File: src/design/ssat_pkg.sv
package ssat_pkg;

  // result kinds
  localparam logic [1:0] KIND_DATA    = 2'd0;
  localparam logic [1:0] KIND_ARG_END = 2'd1;
  localparam logic [1:0] KIND_CMD_END = 2'd2;
  localparam logic [1:0] KIND_ERROR   = 2'd3;

  // error codes
  localparam logic [1:0] ERR_NONE      = 2'd0;
  localparam logic [1:0] ERR_SQUOTE    = 2'd1;
  localparam logic [1:0] ERR_DQUOTE    = 2'd2;
  localparam logic [1:0] ERR_UNEXP_END = 2'd3;

  // most results one item can cause: four utf-8 bytes, one text byte, one error
  localparam int unsigned RES_MAX = 6;
  localparam int unsigned CNT_W   = 3;

  typedef struct packed {
    logic [7:0] in_byte;
    logic       in_last;
  } in_t;

  typedef struct packed {
    logic [1:0] kind;
    logic [7:0] out_byte;
    logic [1:0] error_code;
    logic       out_last;
  } out_t;

  typedef struct packed {
    logic [1:0] kind;
    logic [7:0] rbyte;
    logic [1:0] err;
  } res_t;

  // all results of one item, queued between front and back
  typedef struct packed {
    res_t [RES_MAX-1:0] item;
    logic [CNT_W-1:0]   cnt;
  } rec_t;

endpackage

File: src/design/ssat_front.sv
module ssat_front (
  input  logic          clk_i,
  input  logic          rst_ni,
  input  logic          in_valid_i,
  output logic          in_stall_o,
  input  ssat_pkg::in_t in_data_i,
  input  logic          q_full_i,
  output logic          push_o,
  output ssat_pkg::rec_t push_data_o
);
  import ssat_pkg::*;

  typedef enum logic [8:0] {
    M_BETWEEN = 9'b000000001,
    M_ARG     = 9'b000000010,
    M_BSL     = 9'b000000100,
    M_SQ      = 9'b000001000,
    M_DQ      = 9'b000010000,
    M_DQ_BSL  = 9'b000100000,
    M_DQ_X1   = 9'b001000000,
    M_DQ_X2   = 9'b010000000,
    M_DQ_U    = 9'b100000000
  } mode_e;

  localparam logic [7:0] CH_SPACE = 8'h20;
  localparam logic [7:0] CH_TAB   = 8'h09;
  localparam logic [7:0] CH_LF    = 8'h0A;
  localparam logic [7:0] CH_CR    = 8'h0D;
  localparam logic [7:0] CH_SEMI  = 8'h3B;
  localparam logic [7:0] CH_SQ    = 8'h27;
  localparam logic [7:0] CH_DQ    = 8'h22;
  localparam logic [7:0] CH_BSL   = 8'h5C;

  mode_e       mode_q, mode_d;
  logic [31:0] cp_q, cp_d, cpn;
  logic [3:0]  dl_q, dl_d;
  logic [3:0]  fh_q, fh_d;

  logic [7:0]  c;
  logic [4:0]  hv;
  logic        hok;
  logic        accept, fin;
  logic        do_arg, do_emit, do_dqp;
  res_t [RES_MAX-1:0] res;
  logic [CNT_W-1:0]   n;

  function automatic logic [4:0] hexval(input logic [7:0] b);
    logic [4:0] v;
    v = 5'd16;
    if (b >= 8'h30 && b <= 8'h39) v = 5'(b - 8'h30);
    else if (b >= 8'h61 && b <= 8'h66) v = 5'(b - 8'h57);
    else if (b >= 8'h41 && b <= 8'h46) v = 5'(b - 8'h37);
    return v;
  endfunction

  function automatic res_t mk(input logic [1:0] k, input logic [7:0] b, input logic [1:0] e);
    res_t r;
    r.kind  = k;
    r.rbyte = b;
    r.err   = e;
    return r;
  endfunction

  assign c      = in_data_i.in_byte;
  assign hv     = hexval(c);
  assign hok    = ~hv[4];
  assign accept = in_valid_i & ~q_full_i;
  assign fin    = (c == 8'h00) | in_data_i.in_last;

  always_comb begin
    mode_d  = mode_q;
    cp_d    = cp_q;
    dl_d    = dl_q;
    fh_d    = fh_q;
    cpn     = cp_q;
    do_arg  = 1'b0;
    do_emit = 1'b0;
    do_dqp  = 1'b0;
    res     = '0;
    n       = '0;

    if (c != 8'h00) begin
      case (mode_q)
        M_BETWEEN: begin
          if (c == CH_SPACE || (c >= 8'h09 && c <= 8'h0D)) begin
            mode_d = M_BETWEEN;
          end else if (c == CH_SEMI) begin
            res[n] = mk(KIND_CMD_END, 8'h00, ERR_NONE);
            n = n + 3'd1;
          end else begin
            mode_d = M_ARG;
            do_arg = 1'b1;
          end
        end
        M_ARG: do_arg = 1'b1;
        M_BSL: begin
          res[n] = mk(KIND_DATA, c, ERR_NONE);
          n = n + 3'd1;
          mode_d = M_ARG;
        end
        M_SQ: begin
          if (c == CH_SQ) begin
            mode_d = M_ARG;
          end else begin
            res[n] = mk(KIND_DATA, c, ERR_NONE);
            n = n + 3'd1;
          end
        end
        M_DQ: do_dqp = 1'b1;
        M_DQ_BSL: begin
          mode_d = M_DQ;
          case (c)
            8'h61: begin res[n] = mk(KIND_DATA, 8'd7, ERR_NONE); n = n + 3'd1; end
            8'h62: begin res[n] = mk(KIND_DATA, 8'd8, ERR_NONE); n = n + 3'd1; end
            8'h66: begin res[n] = mk(KIND_DATA, 8'd12, ERR_NONE); n = n + 3'd1; end
            8'h6E: begin res[n] = mk(KIND_DATA, 8'd10, ERR_NONE); n = n + 3'd1; end
            8'h72: begin res[n] = mk(KIND_DATA, 8'd13, ERR_NONE); n = n + 3'd1; end
            8'h74: begin res[n] = mk(KIND_DATA, 8'd9, ERR_NONE); n = n + 3'd1; end
            8'h76: begin res[n] = mk(KIND_DATA, 8'd11, ERR_NONE); n = n + 3'd1; end
            CH_BSL, CH_DQ: begin
              res[n] = mk(KIND_DATA, c, ERR_NONE);
              n = n + 3'd1;
            end
            8'h78: mode_d = M_DQ_X1;
            8'h75: begin
              cp_d   = '0;
              dl_d   = 4'd4;
              mode_d = M_DQ_U;
            end
            8'h55: begin
              cp_d   = '0;
              dl_d   = 4'd8;
              mode_d = M_DQ_U;
            end
            default: begin
              // unknown escape keeps its backslash
              res[n] = mk(KIND_DATA, CH_BSL, ERR_NONE);
              n = n + 3'd1;
              res[n] = mk(KIND_DATA, c, ERR_NONE);
              n = n + 3'd1;
            end
          endcase
        end
        M_DQ_X1: begin
          if (hok) begin
            fh_d   = hv[3:0];
            mode_d = M_DQ_X2;
          end else begin
            mode_d = M_DQ;
            do_dqp = 1'b1;
          end
        end
        M_DQ_X2: begin
          mode_d = M_DQ;
          if (hok) begin
            res[n] = mk(KIND_DATA, {fh_q, hv[3:0]}, ERR_NONE);
            n = n + 3'd1;
          end else begin
            do_dqp = 1'b1;
          end
        end
        M_DQ_U: begin
          if (hok) begin
            cpn  = {cp_q[27:0], hv[3:0]};
            cp_d = cpn;
            if (dl_q <= 4'd1) begin
              dl_d    = '0;
              do_emit = 1'b1;
              mode_d  = M_DQ;
            end else begin
              dl_d = dl_q - 4'd1;
            end
          end else begin
            dl_d    = '0;
            do_emit = 1'b1;
            mode_d  = M_DQ;
            do_dqp  = 1'b1;
          end
        end
        default: mode_d = M_BETWEEN;
      endcase
    end

    // unquoted byte inside an argument
    if (do_arg) begin
      case (c)
        CH_SPACE, CH_TAB, CH_LF, CH_CR: begin
          res[n] = mk(KIND_ARG_END, 8'h00, ERR_NONE);
          n = n + 3'd1;
          mode_d = M_BETWEEN;
        end
        CH_SEMI: begin
          res[n] = mk(KIND_ARG_END, 8'h00, ERR_NONE);
          n = n + 3'd1;
          res[n] = mk(KIND_CMD_END, 8'h00, ERR_NONE);
          n = n + 3'd1;
          mode_d = M_BETWEEN;
        end
        CH_SQ:  mode_d = M_SQ;
        CH_DQ:  mode_d = M_DQ;
        CH_BSL: mode_d = M_BSL;
        default: begin
          res[n] = mk(KIND_DATA, c, ERR_NONE);
          n = n + 3'd1;
        end
      endcase
    end

    // code point out as utf-8, dropped above the unicode range
    if (do_emit && cpn <= 32'h0010FFFF) begin
      if (cpn < 32'h80) begin
        res[n] = mk(KIND_DATA, cpn[7:0], ERR_NONE);
        n = n + 3'd1;
      end else if (cpn < 32'h800) begin
        res[n] = mk(KIND_DATA, {3'b110, cpn[10:6]}, ERR_NONE);
        n = n + 3'd1;
        res[n] = mk(KIND_DATA, {2'b10, cpn[5:0]}, ERR_NONE);
        n = n + 3'd1;
      end else if (cpn < 32'h10000) begin
        res[n] = mk(KIND_DATA, {4'b1110, cpn[15:12]}, ERR_NONE);
        n = n + 3'd1;
        res[n] = mk(KIND_DATA, {2'b10, cpn[11:6]}, ERR_NONE);
        n = n + 3'd1;
        res[n] = mk(KIND_DATA, {2'b10, cpn[5:0]}, ERR_NONE);
        n = n + 3'd1;
      end else begin
        res[n] = mk(KIND_DATA, {5'b11110, cpn[20:18]}, ERR_NONE);
        n = n + 3'd1;
        res[n] = mk(KIND_DATA, {2'b10, cpn[17:12]}, ERR_NONE);
        n = n + 3'd1;
        res[n] = mk(KIND_DATA, {2'b10, cpn[11:6]}, ERR_NONE);
        n = n + 3'd1;
        res[n] = mk(KIND_DATA, {2'b10, cpn[5:0]}, ERR_NONE);
        n = n + 3'd1;
      end
    end

    // plain double-quoted text
    if (do_dqp) begin
      if (c == CH_DQ) begin
        mode_d = M_ARG;
      end else if (c == CH_BSL) begin
        mode_d = M_DQ_BSL;
      end else begin
        res[n] = mk(KIND_DATA, c, ERR_NONE);
        n = n + 3'd1;
      end
    end

    // end of string
    if (fin) begin
      case (mode_d)
        M_BETWEEN: begin
          res[n] = mk(KIND_CMD_END, 8'h00, ERR_NONE);
          n = n + 3'd1;
        end
        M_ARG: begin
          res[n] = mk(KIND_ARG_END, 8'h00, ERR_NONE);
          n = n + 3'd1;
          res[n] = mk(KIND_CMD_END, 8'h00, ERR_NONE);
          n = n + 3'd1;
        end
        M_SQ: begin
          res[n] = mk(KIND_ERROR, 8'h00, ERR_SQUOTE);
          n = n + 3'd1;
        end
        M_BSL, M_DQ_BSL: begin
          res[n] = mk(KIND_ERROR, 8'h00, ERR_UNEXP_END);
          n = n + 3'd1;
        end
        default: begin
          res[n] = mk(KIND_ERROR, 8'h00, ERR_DQUOTE);
          n = n + 3'd1;
        end
      endcase
      mode_d = M_BETWEEN;
      cp_d   = '0;
      dl_d   = '0;
      fh_d   = '0;
    end
  end

  assign in_stall_o       = q_full_i;
  assign push_o           = accept & (n != '0);
  assign push_data_o.item = res;
  assign push_data_o.cnt  = n;

  always_ff @(posedge clk_i or negedge rst_ni) begin
    if (!rst_ni) begin
      mode_q <= M_BETWEEN;
      cp_q   <= '0;
      dl_q   <= '0;
      fh_q   <= '0;
    end else if (accept) begin
      mode_q <= mode_d;
      cp_q   <= cp_d;
      dl_q   <= dl_d;
      fh_q   <= fh_d;
    end
  end

endmodule

File: src/design/ssat_queue.sv
module ssat_queue #(
  parameter int unsigned Depth = 4
) (
  input  logic           clk_i,
  input  logic           rst_ni,
  input  logic           push_i,
  input  ssat_pkg::rec_t push_data_i,
  output logic           full_o,
  input  logic           pop_i,
  output logic           empty_o,
  output ssat_pkg::rec_t pop_data_o
);
  import ssat_pkg::*;

  localparam int unsigned PtrW = (Depth > 1) ? $clog2(Depth) : 1;
  localparam int unsigned CntW = $clog2(Depth + 1);

  rec_t            mem_q [Depth];
  logic [PtrW-1:0] wr_q, rd_q;
  logic [CntW-1:0] cnt_q;
  logic            do_push, do_pop;

  assign full_o     = (cnt_q == CntW'(Depth));
  assign empty_o    = (cnt_q == '0);
  assign do_push    = push_i & ~full_o;
  assign do_pop     = pop_i & ~empty_o;
  assign pop_data_o = mem_q[rd_q];

  always_ff @(posedge clk_i) begin
    if (do_push) mem_q[wr_q] <= push_data_i;
  end

  always_ff @(posedge clk_i or negedge rst_ni) begin
    if (!rst_ni) begin
      wr_q  <= '0;
      rd_q  <= '0;
      cnt_q <= '0;
    end else begin
      if (do_push) wr_q <= (wr_q == PtrW'(Depth - 1)) ? '0 : wr_q + 1'b1;
      if (do_pop)  rd_q <= (rd_q == PtrW'(Depth - 1)) ? '0 : rd_q + 1'b1;
      case ({do_push, do_pop})
        2'b10:   cnt_q <= cnt_q + 1'b1;
        2'b01:   cnt_q <= cnt_q - 1'b1;
        default: cnt_q <= cnt_q;
      endcase
    end
  end

endmodule

File: src/design/ssat_back.sv
module ssat_back (
  input  logic           clk_i,
  input  logic           rst_ni,
  input  logic           q_empty_i,
  input  ssat_pkg::rec_t q_data_i,
  output logic           pop_o,
  output logic           out_valid_o,
  input  logic           out_stall_i,
  output ssat_pkg::out_t out_data_o
);
  import ssat_pkg::*;

  rec_t             hold_q;
  logic [CNT_W-1:0] idx_q;
  logic             valid_q;
  logic             is_last, take, done, need;
  res_t             cur;

  assign cur     = hold_q.item[idx_q];
  assign is_last = (idx_q == hold_q.cnt - 3'd1);
  assign take    = valid_q & ~out_stall_i;
  assign done    = take & is_last;
  assign need    = ~valid_q | done;
  assign pop_o   = need & ~q_empty_i;

  assign out_valid_o           = valid_q;
  assign out_data_o.kind       = cur.kind;
  assign out_data_o.out_byte   = cur.rbyte;
  assign out_data_o.error_code = cur.err;
  assign out_data_o.out_last   = is_last;

  always_ff @(posedge clk_i) begin
    if (pop_o) hold_q <= q_data_i;
  end

  always_ff @(posedge clk_i or negedge rst_ni) begin
    if (!rst_ni) begin
      valid_q <= 1'b0;
      idx_q   <= '0;
    end else if (pop_o) begin
      valid_q <= 1'b1;
      idx_q   <= '0;
    end else if (done) begin
      valid_q <= 1'b0;
    end else if (take) begin
      idx_q <= idx_q + 3'd1;
    end
  end

endmodule

File: src/design/shell_style_argument_tokenizer_unit.sv
// shell-style argument tokenizer
// input channel: one command-text byte per item (in_byte, in_last); a zero
//   byte ends the string unprocessed, in_last ends it after the byte
// output channel: one result per item: data byte, argument end, command end
//   or error (unclosed single or double quote, dangling backslash);
//   out_last marks the final result caused by one input byte
// both channels use valid/stall; an item moves when valid is high and stall low
// the first result of a byte goes through a queue entry and then the back's
//   single result register before out_valid rises
// throughput: one input byte per cycle while each byte gives at most one
//   result and out_stall is low; a byte giving more results (utf-8 from \u
//   or \U, up to six with an error) holds later ones back in the queue
// the front decodes a byte combinationally and pushes all its results as one
//   entry into a QDepth-entry queue; the back plays results out one per cycle
// a stall on the output fills the queue; input stall rises only when full
// reset returns the decoder to between-arguments and empties queue and output
module shell_style_argument_tokenizer_unit #(
  parameter int unsigned QDepth = 4
) (
  input  logic           clk_i,
  input  logic           rst_ni,
  input  logic           in_valid_i,
  output logic           in_stall_o,
  input  ssat_pkg::in_t  in_data_i,
  output logic           out_valid_o,
  input  logic           out_stall_i,
  output ssat_pkg::out_t out_data_o
);
  import ssat_pkg::*;

  // front to queue
  logic push, q_full;
  rec_t push_data;
  // queue to back
  logic pop, q_empty;
  rec_t pop_data;

  ssat_front u_front (
    .clk_i       (clk_i),
    .rst_ni      (rst_ni),
    .in_valid_i  (in_valid_i),
    .in_stall_o  (in_stall_o),
    .in_data_i   (in_data_i),
    .q_full_i    (q_full),
    .push_o      (push),
    .push_data_o (push_data)
  );

  ssat_queue #(
    .Depth (QDepth)
  ) u_queue (
    .clk_i       (clk_i),
    .rst_ni      (rst_ni),
    .push_i      (push),
    .push_data_i (push_data),
    .full_o      (q_full),
    .pop_i       (pop),
    .empty_o     (q_empty),
    .pop_data_o  (pop_data)
  );

  ssat_back u_back (
    .clk_i       (clk_i),
    .rst_ni      (rst_ni),
    .q_empty_i   (q_empty),
    .q_data_i    (pop_data),
    .pop_o       (pop),
    .out_valid_o (out_valid_o),
    .out_stall_i (out_stall_i),
    .out_data_o  (out_data_o)
  );

endmodule

File: config.mk
export PLATFORM = sky130hd
export DESIGN_NAME = shell_style_argument_tokenizer_unit
export DESIGN_NICKNAME = d
export VERILOG_FILES = /design/src/design/ssat_pkg.sv /design/src/design/ssat_front.sv /design/src/design/ssat_queue.sv /design/src/design/ssat_back.sv /design/src/design/shell_style_argument_tokenizer_unit.sv
export SDC_FILE = /design/constraint.sdc
export NUM_CORES = 1
export LEC_CHECK = 0
export BUFFER_PORTS_ARGS = -buffer_cell sky130_fd_sc_hd__buf_2
export CORE_ASPECT_RATIO = 0.5
export CORE_MARGIN = 2
export CORE_UTILIZATION = 45
export CTS_BUF_LIST = sky130_fd_sc_hd__clkbuf_4
export DETAILED_ROUTE_END_ITERATION = 16
export PLACE_DENSITY = 0.59
export SLEW_MARGIN = 20
export SYNTH_ARGS = -nofsm -noshare
export SYNTH_HDL_FRONTEND = slang
export SYNTH_SLANG_ARGS = --single-unit
File: constraint.sdc
create_clock -name clk_i -period 11.5 [get_ports clk_i]
set_input_delay 2.875 -clock clk_i [delete_from_list [all_inputs] [get_ports clk_i]]
set_output_delay 2.875 -clock clk_i [all_outputs]
set_load 0.005 [all_outputs]
Word-level counts from Yosys, hierarchy flattened
Memories as Yosys holds them, arrays and structs flattened. A register that Yosys moved wholly into a read port is not among the register bits.
Index checks and enable logic that the tools add are counted.
- add/subtract/negate cells: 19
- order comparisons: 32
- eq/ne operators: 42
- multiplexer cells: 126
- bitwise operators: 37
- reduce and logical (&&, ||, !) cells: 40
- operators with widths (operator ; count):
    72-bit bitwise mux ; 12
    72-bit 2-to-1 mux ; 9
    66-bit inverter ; 5
    12-bit demux with 3-bit select ; 9
    72-bit one-hot mux with 4 select lines ; 1
    66-bit bitwise AND ; 4
    72-bit one-hot mux with 3 select lines ; 1
    32-bit 2-to-1 mux ; 6
    12-bit 2-to-1 mux ; 12
    54-bit bitwise AND ; 2
    54-bit inverter ; 2
    9-bit 2-to-1 mux ; 11
    10-bit one-hot mux with 9 select lines ; 1
    8-bit by 7-bit equality test with 1-bit output (second input constant) ; 11
    9-bit one-hot mux with 8 select lines ; 1
    22-bit by 66-bit bitwise AND with 66-bit output ; 1
    32-bit one-hot mux with 2 select lines ; 1
    12-bit one-hot mux with 5 select lines ; 1
    48-bit bitwise AND ; 1
    48-bit inverter ; 1
    3-bit 2-to-1 mux ; 14
    3-bit by 4-bit less-than comparator with 1-bit output (second input constant) ; 10
    10-bit 2-to-1 mux ; 4
    12-bit binary-select mux with 3-bit select ; 1
    70 further kinds ; 175
- register bits after elaboration: 60
- RAM bits: 300
- input bits: 13
- output and inout bits: 15
- word-level logic and storage cells: 306
- memories: 1
- memories (memory ; words ; bits a word ; read ports ; clocked after Yosys merged registers in ; wr ports ; line ; source):
    u_queue.mem_q ; 4 ; 75 ; 1 ; 1 ; 1 ; ssat_queue.sv:18 ; rec_t mem_q [Depth];

Longest topological paths before layout
Gate-level depths: netlist of run 1.
- word-level depth: 33
- gate-level depth with buffers: 35
- depth with buffers taken out: 32

By module
From an unflattened synthesis of run 1, not the netlist that was laid out.
- cells, all modules: 1944
- area, all modules: 23362.4 um2
- by module, submodules not included (module ; instances ; cells each ; area an instance (um2) ; sequential area each (um2)):
    ssat_queue ; 1 ; 433 ; 11265.8 ; 9183.8
    ssat_front ; 1 ; 1345 ; 8937.3 ; 1227.4
    ssat_back ; 1 ; 166 ; 3159.3 ; 2352.3

Worst setup path before layout of run 1
Ideal clock, no wire load.
- kind: input to register
- start: input in_data_i[2] (netlist name)
- end: memory u_queue.mem_q[0][0] (netlist name) (enable)
- library setup time: 0.518 ns
- data arrival time: 12.805 ns
- data required time: 10.982 ns
- setup slack: -1.823 ns
- stages: 27
- buffers on the path: 3
- cell sequence: clkbuf_1 -> inv_1 -> ha_1 -> or3b_2 -> a31oi_2 -> nor3_1 -> and4b_1 -> clkbuf_1 -> nor2_1 -> ha_1 -> o311a_1 -> a311oi_2 -> ha_1 -> clkbuf_1 -> xnor2_1 -> a21oi_2 -> inv_2 -> ha_1 -> or2_2 -> nand2_1 -> inv_1 -> ha_1 -> inv_1 -> nor4_1 -> a2111oi_4 -> a21oi_4 -> nor2b_1
- cells in the longest elaborated chain, start to end: 33
- elaborated cells on any way between the ends: 109
- classes of those cells: add/sub: 12; order compare: 12; eq/ne: 19; mux: 49; bitwise: 3; reduce/logical: 14
- ends and longest elaborated chain (element ; line ; source):
    start, declared ; shell_style_argument_tokenizer_unit.sv:24 ; input ssat_pkg::in_t in_data_i,
    8-bit by 7-bit greater-or-equal comparator with 1-bit output / 8-bit by 7-bit less-or-equal comparator with 1-bit output (equally long branches) ; ssat_front.sv:52 ; else if (b >= 8'h41 && b <= 8'h46) v = 5'(b - 8'h37);
    1-bit logical AND ; ssat_front.sv:52 ;
    5-bit 2-to-1 mux ; ssat_front.sv:52 ;
    5-bit 2-to-1 mux ; ssat_front.sv:51 ; else if (b >= 8'h61 && b <= 8'h66) v = 5'(b - 8'h57);
    5-bit 2-to-1 mux ; ssat_front.sv:50 ; if (b >= 8'h30 && b <= 8'h39) v = 5'(b - 8'h30);
    1-bit 2-to-1 mux ; ssat_front.sv:155 ; if (hok) begin
    3-bit one-hot mux with 5 select lines ; ssat_front.sv:83 ; case (mode_q)
    3-bit 2-to-1 mux ; ssat_front.sv:82 ; if (c != 8'h00) begin
    [... 17 more ...] ; -- ;
    3-bit by 1-bit adder with 3-bit output ; ssat_front.sv:261 ; n = n + 3'd1;
    3-bit 2-to-1 mux ; -- ;
    3-bit 2-to-1 mux * ; ssat_front.sv:251 ; if (fin) begin
    3-bit nonzero test * ; ssat_front.sv:284 ; assign push_o = accept & (n != '0);
    1-bit bitwise AND * ; ssat_front.sv:284 ;
    1-bit bitwise AND * ; ssat_queue.sv:25 ; assign do_push = push_i & ~full_o;
    1-bit 2-to-1 mux * ; ssat_queue.sv:30 ; if (do_push) mem_q[wr_q] <= push_data_i;
    1-bit 2-to-1 mux (implied by the code) * ; ssat_queue.sv:30 ;
    end, declared ; ssat_queue.sv:18 ;
Mark *: on every way between the ends. The rest lies on a longest branch, timed or not.

Worst setup path after layout of run 1
- start: input in_data_i[1] (netlist name)
- end: register u_queue.cnt_q[2]
- cells in the longest elaborated chain, start to end: 33
- elaborated cells on any way between the ends: 111
- classes of those cells: add/sub: 12; order compare: 12; eq/ne: 21; mux: 48; bitwise: 3; reduce/logical: 15
- ends and longest elaborated chain (element ; line ; source):
    8-bit by 7-bit greater-or-equal comparator with 1-bit output / 8-bit by 7-bit less-or-equal comparator with 1-bit output (equally long branches) ; ssat_front.sv:52 ;
    1-bit logical AND ; ssat_front.sv:52 ;
    5-bit 2-to-1 mux ; ssat_front.sv:52 ;
    5-bit 2-to-1 mux ; ssat_front.sv:51 ;
    5-bit 2-to-1 mux ; ssat_front.sv:50 ;
    1-bit 2-to-1 mux ; ssat_front.sv:155 ;
    3-bit one-hot mux with 5 select lines ; ssat_front.sv:83 ;
    3-bit 2-to-1 mux ; ssat_front.sv:82 ;
    [... 17 more ...] ; -- ;
    3-bit by 1-bit adder with 3-bit output ; ssat_front.sv:261 ;
    3-bit 2-to-1 mux ; -- ;
    3-bit 2-to-1 mux * ; ssat_front.sv:251 ;
    3-bit nonzero test * ; ssat_front.sv:284 ;
    1-bit bitwise AND * ; ssat_front.sv:284 ;
    1-bit bitwise AND * ; ssat_queue.sv:25 ;
    2-bit by 1-bit equality test with 1-bit output / 2-bit equality test (equally long branches) ; ssat_queue.sv:41 ; case ({do_push, do_pop})
    3-bit one-hot mux with 2 select lines / 2-bit nonzero test (equally long branches) ; -- ;
    end signal, assigned ; ssat_queue.sv:42 ; 2'b10: cnt_q <= cnt_q + 1'b1;
    end signal, assigned ; ssat_queue.sv:43 ; 2'b01: cnt_q <= cnt_q - 1'b1;
    end signal, assigned ; ssat_queue.sv:44 ; default: cnt_q <= cnt_q;
    end, declared ; ssat_queue.sv:20 ; logic [CntW-1:0] cnt_q;
Marks and branches as above.
A chain may end at the register's enable or synchronous reset.

==> results of run 1 <==
==> worst max-delay path, delay by kind of cell <==
family | cells | cell delay [ns]
buffers and inverters | 6 | 0.96
adder cells (fa/ha/maj) | 7 | 2.38
AO/OA/AOI/OAI | 6 | 2.05
XOR/XNOR | 3 | 0.49
AND/OR/NAND/NOR | 8 | 2.58
==> registers in the layout, summed over array words and instances, names as in the netlist, 3 cells and up <==
signal and flops:
u_back.hold_q 75, u_back.idx_q 3, u_front.cp_q 32, u_front.dl_q 4, u_front.fh_q 4, u_front.mode_q 9, u_queue.cnt_q 3, u_queue.mem_q 300
==> metrics by stage <==
| step | setup WS, ns | power (mW) |
|---|---|---|
| 2_1_floorplan | -0.396 | 4.51 |
| 6_report | 0.892 | 6.68 |
| 4_1_cts | 1.13 | 6.66 |
| 3_3_place_gp | 0.512 | 5.41 |
| 5_1_grt | 0.452 | 7.05 |
| 3_5_place_dp | 0.296 | 5.45 |
==> area by class of cell <==
cell class | instances | area (µm²) | area share
Antenna cell | 4 | 10.0 | 0.000381
Inverter | 50 | 191 | 0.00729
Timing Repair Buffer | 102 | 731 | 0.0278
Multi-Input combinational cell | 1386 | 10500 | 0.398
Sequential cell | 435 | 12800 | 0.486
Tap cell | 701 | 877 | 0.0334
Clock inverter | 22 | 123 | 0.00467
Clock buffer | 148 | 1110 | 0.0423
==> Yosys cell counts (42+ instances only) <==
master	number	share of area
sky130_fd_sc_hd__o22ai_1	43	0.011
sky130_fd_sc_hd__nand2_1	172	0.027
sky130_fd_sc_hd__dfrtp_1	59	0.062
sky130_fd_sc_hd__a21oi_1	127	0.027
sky130_fd_sc_hd__inv_1	46	0.0072
sky130_fd_sc_hd__o21ai_0	106	0.022
sky130_fd_sc_hd__mux4_2	87	0.082
sky130_fd_sc_hd__nor2_1	131	0.021
sky130_fd_sc_hd__a211oi_1	42	0.013
sky130_fd_sc_hd__edfxtp_1	375	0.47
sky130_fd_sc_hd__nand3_1	46	0.0096
sky130_fd_sc_hd__clkbuf_1	104	0.016
sky130_fd_sc_hd__nor3_1	55	0.012
==> power by group <==
group / leakage [nW] / internal, mW / switching, mW
clock: 0.735 / 0.590 / 0.615
sequential: 4.31 / 2.22 / 0.170
combinational: 3.94 / 1.10 / 1.98
total: 8.98 / 3.92 / 2.77
==> how the worst max path moves through the flow <==
stage                                     to  slack, ns
6_report        u_queue.cnt_q[2]$_DFFE_PN0P_       0.89
3_5_place_dp    u_queue.cnt_q[2]$_DFFE_PN0P_       0.30
4_1_cts         u_queue.cnt_q[2]$_DFFE_PN0P_       1.13
2_1_floorplan  u_queue.mem_q[0][0]$_DFFE_PP_      -0.40
3_3_place_gp    u_queue.cnt_q[2]$_DFFE_PN0P_       0.51
5_1_grt         u_queue.cnt_q[2]$_DFFE_PN0P_       0.45
==> kinds of logic (layout without fill, tap and decap cells) <==
logic type | after synthesis | in the layout | synth area share
and+or+nand+nor | 587 | 587 | 0.124
muxes | 138 | 138 | 0.104
other | 0 | 4 | 0
DFF | 435 | 435 | 0.535
AOI/OAI and AO/OA | 607 | 607 | 0.179
buffers and inverters | 187 | 322 | 0.0307
xor gates and xnor gates | 24 | 24 | 0.0108
adders and majority gates | 30 | 30 | 0.0160
==> per-layer routing <==
layer  global-route usage  up-vias
li1                     -     8172
met1                0.418     9221
met2                0.386     1079
met3               0.0804      169
met4               0.0905        2
met5                    0        -
==> metrics, run 1 <==
number of port buffers=27; endpoint arrival time on the critical path=11.35 ns; average cell area after synthesis=11.9 µm²; First-pass DRT Iterations=6; RSZ-0062 raised after global routing=no; number of hold-repair buffers added at the cts stage=0; routed length per placed instance=26.8 µm; fin cells=2848; cell row count=59; DRT iter0 DRCs=2379; Mapped Nets=2051; endpoint kind of the worst setup timing path=register; final standard cell utilization of the core=0.503; delay contributed by the slowest stage of the critical path=0.58 ns; Post-synth EDFFs=375; number of levels in the clock H-tree=3; Layout Cell Area excl Fill=26300 µm²; commonest register cell after synthesis=sky130_fd_sc_hd__edfxtp_1; count of state elements after synthesis=435; Worst Max-Slew Pin Slew=1.19 ns; final hold violation count=0; cell leakage power=8.98 nW; reg2reg path depth=27; post-DR vias/cell=6.55; number of gates resized after CTS=0; half-perimeter wire length after detailed placement=51600 µm; Final Max Tran Viols=0; CTS tree=yes; Worst path most repeated cell=sky130_fd_sc_hd__ha_1; maximum vdd drop=0.000143 V; CP startpoint kind=input pin; Num CTS Buffers=96; die height=167 µm; Layout Nets=2114; share of synthesized registers carrying an async set or reset=0.138; routability cong.=0.982; met3 wire len=8920 µm; core region area=52200 µm²; reg2reg end=u_queue.cnt_q[2]$_DFFE_PN0P_; max_slew headroom=0.184; top layer reached by signal wires=met5; Setup-failing EPs final=0; wire length of the first global-routing pass=115000 µm; clk_lat worst skew=0.86 ns; Total Routed Length=76300 µm; # IOs=28; share of synthesized area occupied by flip-flops and latches=0.535; worst hold path class=reg2reg; effective utilization at floorplan=0.457; cell area power density=254 nW/µm²; met1 wire length=33800 µm; clock input transition at the sequential cells of the worst setup and hold paths=0.06 ns; placed cell count=2674; grt ovf=0; hold path start=u_queue.cnt_q[2]$_DFFE_PN0P_; Slowest cell on crit path=sky130_fd_sc_hd__nor4_1; largest net degree at the start of global routing=77; number of DRC violations after detailed routing=0; end of the worst hold path=u_queue.cnt_q[2]$_DFFE_PN0P_; number of buffers between clock root and the deepest sink=3; Worst Path Class, Setup=in2reg; fraction of final layout cells sized beyond drive strength 1=0.197; final worst hold slack=0.487 ns; Clock Tree Root=sky130_fd_sc_hd__clkbuf_4; routed vias=18.6k; highest-count cells in the layout ignoring fill and taps=sky130_fd_sc_hd__edfxtp_1, sky130_fd_sc_hd__nand2_1, sky130_fd_sc_hd__clkbuf_4, sky130_fd_sc_hd__nor2_1, sky130_fd_sc_hd__a21oi_1; via count of the first global-routing pass=17.7k; result of the run=complete, no violations; Setup crit start=in_data_i[1]; number of instances on the worst hold path=1; Fillers=4593; instance area at placement=25000 µm²; total global-route track usage=0.279; data required time of the critical path=12.24 ns; Die Footprint=55000 µm²; crit-path max FO=16; antenna violation net count after detailed routing=0; initial antenna violation count=5; launch point of the worst reg-to-reg path=u_front.mode_q[4]$_DFFE_PN0P_; most common cell after layout, fill and taps aside=sky130_fd_sc_hd__edfxtp_1; Num Clock Sinks=435; number of synthesis warnings=0; shortest period the worst path allows=10.61 ns; Unique masters post-synth=109; post-CTS repair timing setup buffer count=0; Syn Inst Count=2008; Syn Std Cell Area=23900 µm²; Worst Clk Skew=0.0711 ns; share of the cycle needed by the critical path after routing=0.922; Met2 Routed Length=31500 µm; final-layout setup total negative slack=0 ns; area grow syn2layout=10.1%; width of the die=330 µm; reg2reg setup slack=2.62 ns; max-cap check violation count=0; maximum frequency from static timing analysis=94.3 MHz
(Power assumes the default switching activity.)
==> inputs of run 2 (changes only) <==
CTS_CLUSTER_SIZE = 24   (was default)
PLACE_DENSITY = 0.57   (was 0.59)
clock period = 12.5 ns   (was 11.5 ns; I/O delays follow)
==> metrics, run 2 (synthesis results as in run 1) <==
via count of the first global-routing pass=17.8k (was 17.7k); number of buffers between clock root and the deepest sink=3 (unchanged); Setup-failing EPs final=0 (unchanged); launch point of the worst reg-to-reg path=u_front.mode_q[7]$_DFFE_PN0P_ (was u_front.mode_q[4]$_DFFE_PN0P_); cell area power density=235 nW/µm² (was 254 nW/µm²); post-CTS repair timing setup buffer count=0 (unchanged); Num Clock Sinks=435 (unchanged); clock network fraction of design power=0.186 (was 0.180); number of gates resized after CTS=0 (unchanged); Final Max Tran Viols=0 (unchanged); routed vias=18.6k (about the same); Combinational Power Share=0.459 (was 0.462); width of the die=330 µm (unchanged); effective utilization at floorplan=0.457 (unchanged); fraction of final layout cells sized beyond drive strength 1=0.196 (was 0.197); grt ovf=0 (unchanged); Worst Path Class, Setup=in2reg (unchanged); number of port buffers=27 (unchanged); core region area=52200 µm² (unchanged); endpoint kind of the worst setup timing path=register (unchanged); reg2reg setup slack=3.53 ns (was 2.62 ns); register with the most flip-flops=u_queue.mem_q (unchanged); number of levels in the clock H-tree=3 (unchanged); Slowest cell on crit path=sky130_fd_sc_hd__nor4_1 (unchanged); largest net degree at the start of global routing=61 (was 77); routability cong.=0.964 (was 0.982); hold path start=u_front.fh_q[0]$_DFFE_PN0P_ (was u_queue.cnt_q[2]$_DFFE_PN0P_); Worst Clk Skew=0.0917 ns (was 0.0711 ns); share of the cycle needed by the critical path after routing=0.896; data required time of the critical path=13.14 ns (was 12.24 ns); DRT iter0 DRCs=2588 (was 2379); end of the worst hold path=u_front.fh_q[0]$_DFFE_PN0P_ (was u_queue.cnt_q[2]$_DFFE_PN0P_); post-DR vias/cell=6.57 (was 6.55); final-layout setup total negative slack=0 ns (unchanged); RSZ-0062 raised after global routing=no (unchanged); reg2reg end=u_queue.cnt_q[2]$_DFFE_PN0P_ (unchanged); final worst hold slack=0.483 ns (was 0.487 ns); CP startpoint kind=input pin (unchanged); wire length of the first global-routing pass=115000 µm (about the same); antenna violation net count after detailed routing=0 (unchanged); most common cell after layout, fill and taps aside=sky130_fd_sc_hd__edfxtp_1 (unchanged); result of the run=complete, no violations (unchanged); reg2reg path depth=29 (was 27); max_slew headroom=0.142 (was 0.184); delay contributed by the slowest stage of the critical path=0.57 ns (was 0.58 ns); Worst Max-Slew Pin Slew=1.25 ns (was 1.19 ns); area grow syn2layout=10.1% (about the same); Regs by FF count=u_queue.mem_q (300), u_back.hold_q (75), u_front.cp_q (32) (unchanged); routed length per placed instance=27.0 µm (was 26.8 µm); Setup crit start=in_data_i[1] (unchanged); fin cells=2838 (was 2848); final hold violation count=0 (unchanged); placed cell count=2663 (was 2674); initial antenna violation count=3 (was 5); worst hold path class=reg2reg (unchanged); maximum frequency from static timing analysis=89.3 MHz; max FFs per register=300 (unchanged); clock input transition at the sequential cells of the worst setup and hold paths=0.07 ns (was 0.06 ns); internal power component=3.65 mW (was 3.92 mW); Clock Tree Root=sky130_fd_sc_hd__clkbuf_4 (unchanged); shortest period the worst path allows=11.20 ns; die height=167 µm (unchanged); total global-route track usage=0.279 (about the same); First-pass DRT Iterations=6 (unchanged); Total Routed Length=76600 µm (was 76300 µm); CTS tree=yes (unchanged); number of DRC violations after detailed routing=0 (unchanged); number of hold-repair buffers added at the cts stage=0 (unchanged); clk_lat worst skew=0.80 ns (was 0.86 ns); cell leakage power=8.98 nW (about the same); sequential share of power=0.355 (was 0.358); Net Sw Frac=0.409 (was 0.414); Die Footprint=55000 µm² (unchanged); Layout Nets=2104 (was 2114); cell row count=59 (unchanged); max-cap check violation count=0 (unchanged); crit-path max FO=16 (unchanged); switching power=2.52 mW (was 2.77 mW); half-perimeter wire length after detailed placement=52400 µm (was 51600 µm); maximum vdd drop=0.000126 V (was 0.000143 V); endpoint arrival time on the critical path=11.84 ns (was 11.35 ns); # IOs=28 (unchanged); highest-count cells in the layout ignoring fill and taps=sky130_fd_sc_hd__edfxtp_1, sky130_fd_sc_hd__nand2_1, sky130_fd_sc_hd__clkbuf_4, sky130_fd_sc_hd__nor2_1, sky130_fd_sc_hd__a21oi_1 (unchanged); Worst path most repeated cell=sky130_fd_sc_hd__ha_1 (unchanged); Num CTS Buffers=97 (was 96); number of instances on the worst hold path=2 (was 1)
==> run 2: changes by cell type in the layout (fill, tap and decap cells not counted), moves of 2 or more <==
cell,before,now
sky130_fd_sc_hd__buf_4,73,61
sky130_fd_sc_hd__clkinv_1,15,9
sky130_fd_sc_hd__clkbuf_4,148,153
sky130_fd_sc_hd__buf_12,1,3
sky130_fd_sc_hd__bufinv_16,0,2
sky130_fd_sc_hd__mux2i_1,37,35
sky130_fd_sc_hd__mux2i_2,1,3
==> run 2: layout make-up <==
class                           instances  area [µm²]
Clock inverter                         17         146
Inverter                               50         191
Clock buffer                          153        1150
Tap cell                              701         877
Fill cell                            4651       25900
Timing Repair Buffer                   91         653
Sequential cell                       435       12800
Multi-Input combinational cell       1386       10500
Antenna cell                            5        12.5
==> run 2: worst max-delay path: cells and delay by family <==
family	cells	cell delay, ns
AOI/OAI and AO/OA	6	1.98
xor gates and xnor gates	3	0.48
adders and majority gates	7	2.32
buffers and inverters	8	1.43
and+or+nand+nor	8	2.47
==> run 2: how the worst max path moves through the flow <==
stage,slack (ns),end,depth (start not counted)
2_1_floorplan,-1.07,u_queue.mem_q[0][0]$_DFFE_PP_,27
4_1_cts,1.50,u_queue.cnt_q[2]$_DFFE_PN0P_,32
6_report,1.30,u_queue.cnt_q[2]$_DFFE_PN0P_,32
5_1_grt,0.93,u_queue.cnt_q[2]$_DFFE_PN0P_,32
3_3_place_gp,0.93,u_queue.cnt_q[2]$_DFFE_PN0P_,32
3_5_place_dp,0.70,u_queue.cnt_q[2]$_DFFE_PN0P_,32
==> run 2: power groups by stage <==
stage                     logic, mW  registers (mW)  clock network, mW
final                          2.83            2.19               1.14
after global routing           3.04            2.22               1.26
after CTS                      2.78            2.20               1.18
after detailed placement       2.77            2.23                  0
after global placement         2.76            2.22                  0
after floorplan                2.00            2.16                  0
==> run 2: routing by layer <==
metal	vias to the layer above	GRT usage	part of all wire
met4	2	0.0832	0.031
met1	9229	0.433	0.46
met2	1036	0.381	0.40
met3	198	0.0709	0.11
met5	-	0	0.00010
li1	8180	-	-
==> run 2: stage by stage <==
stage / setup WS (ns) / area (µm²) / util / power, mW
global placement: 0.935 / 24900 / 0.478 / 4.98
detailed placement: 0.704 / 24900 / 0.478 / 5.00
CTS: 1.50 / 26200 / 0.503 / 6.16
global route: 0.926 / 26300 / 0.503 / 6.52
finish: 1.30 / 26300 / 0.503 / 6.17
floorplan: -1.07 / 23900 / - / 4.16
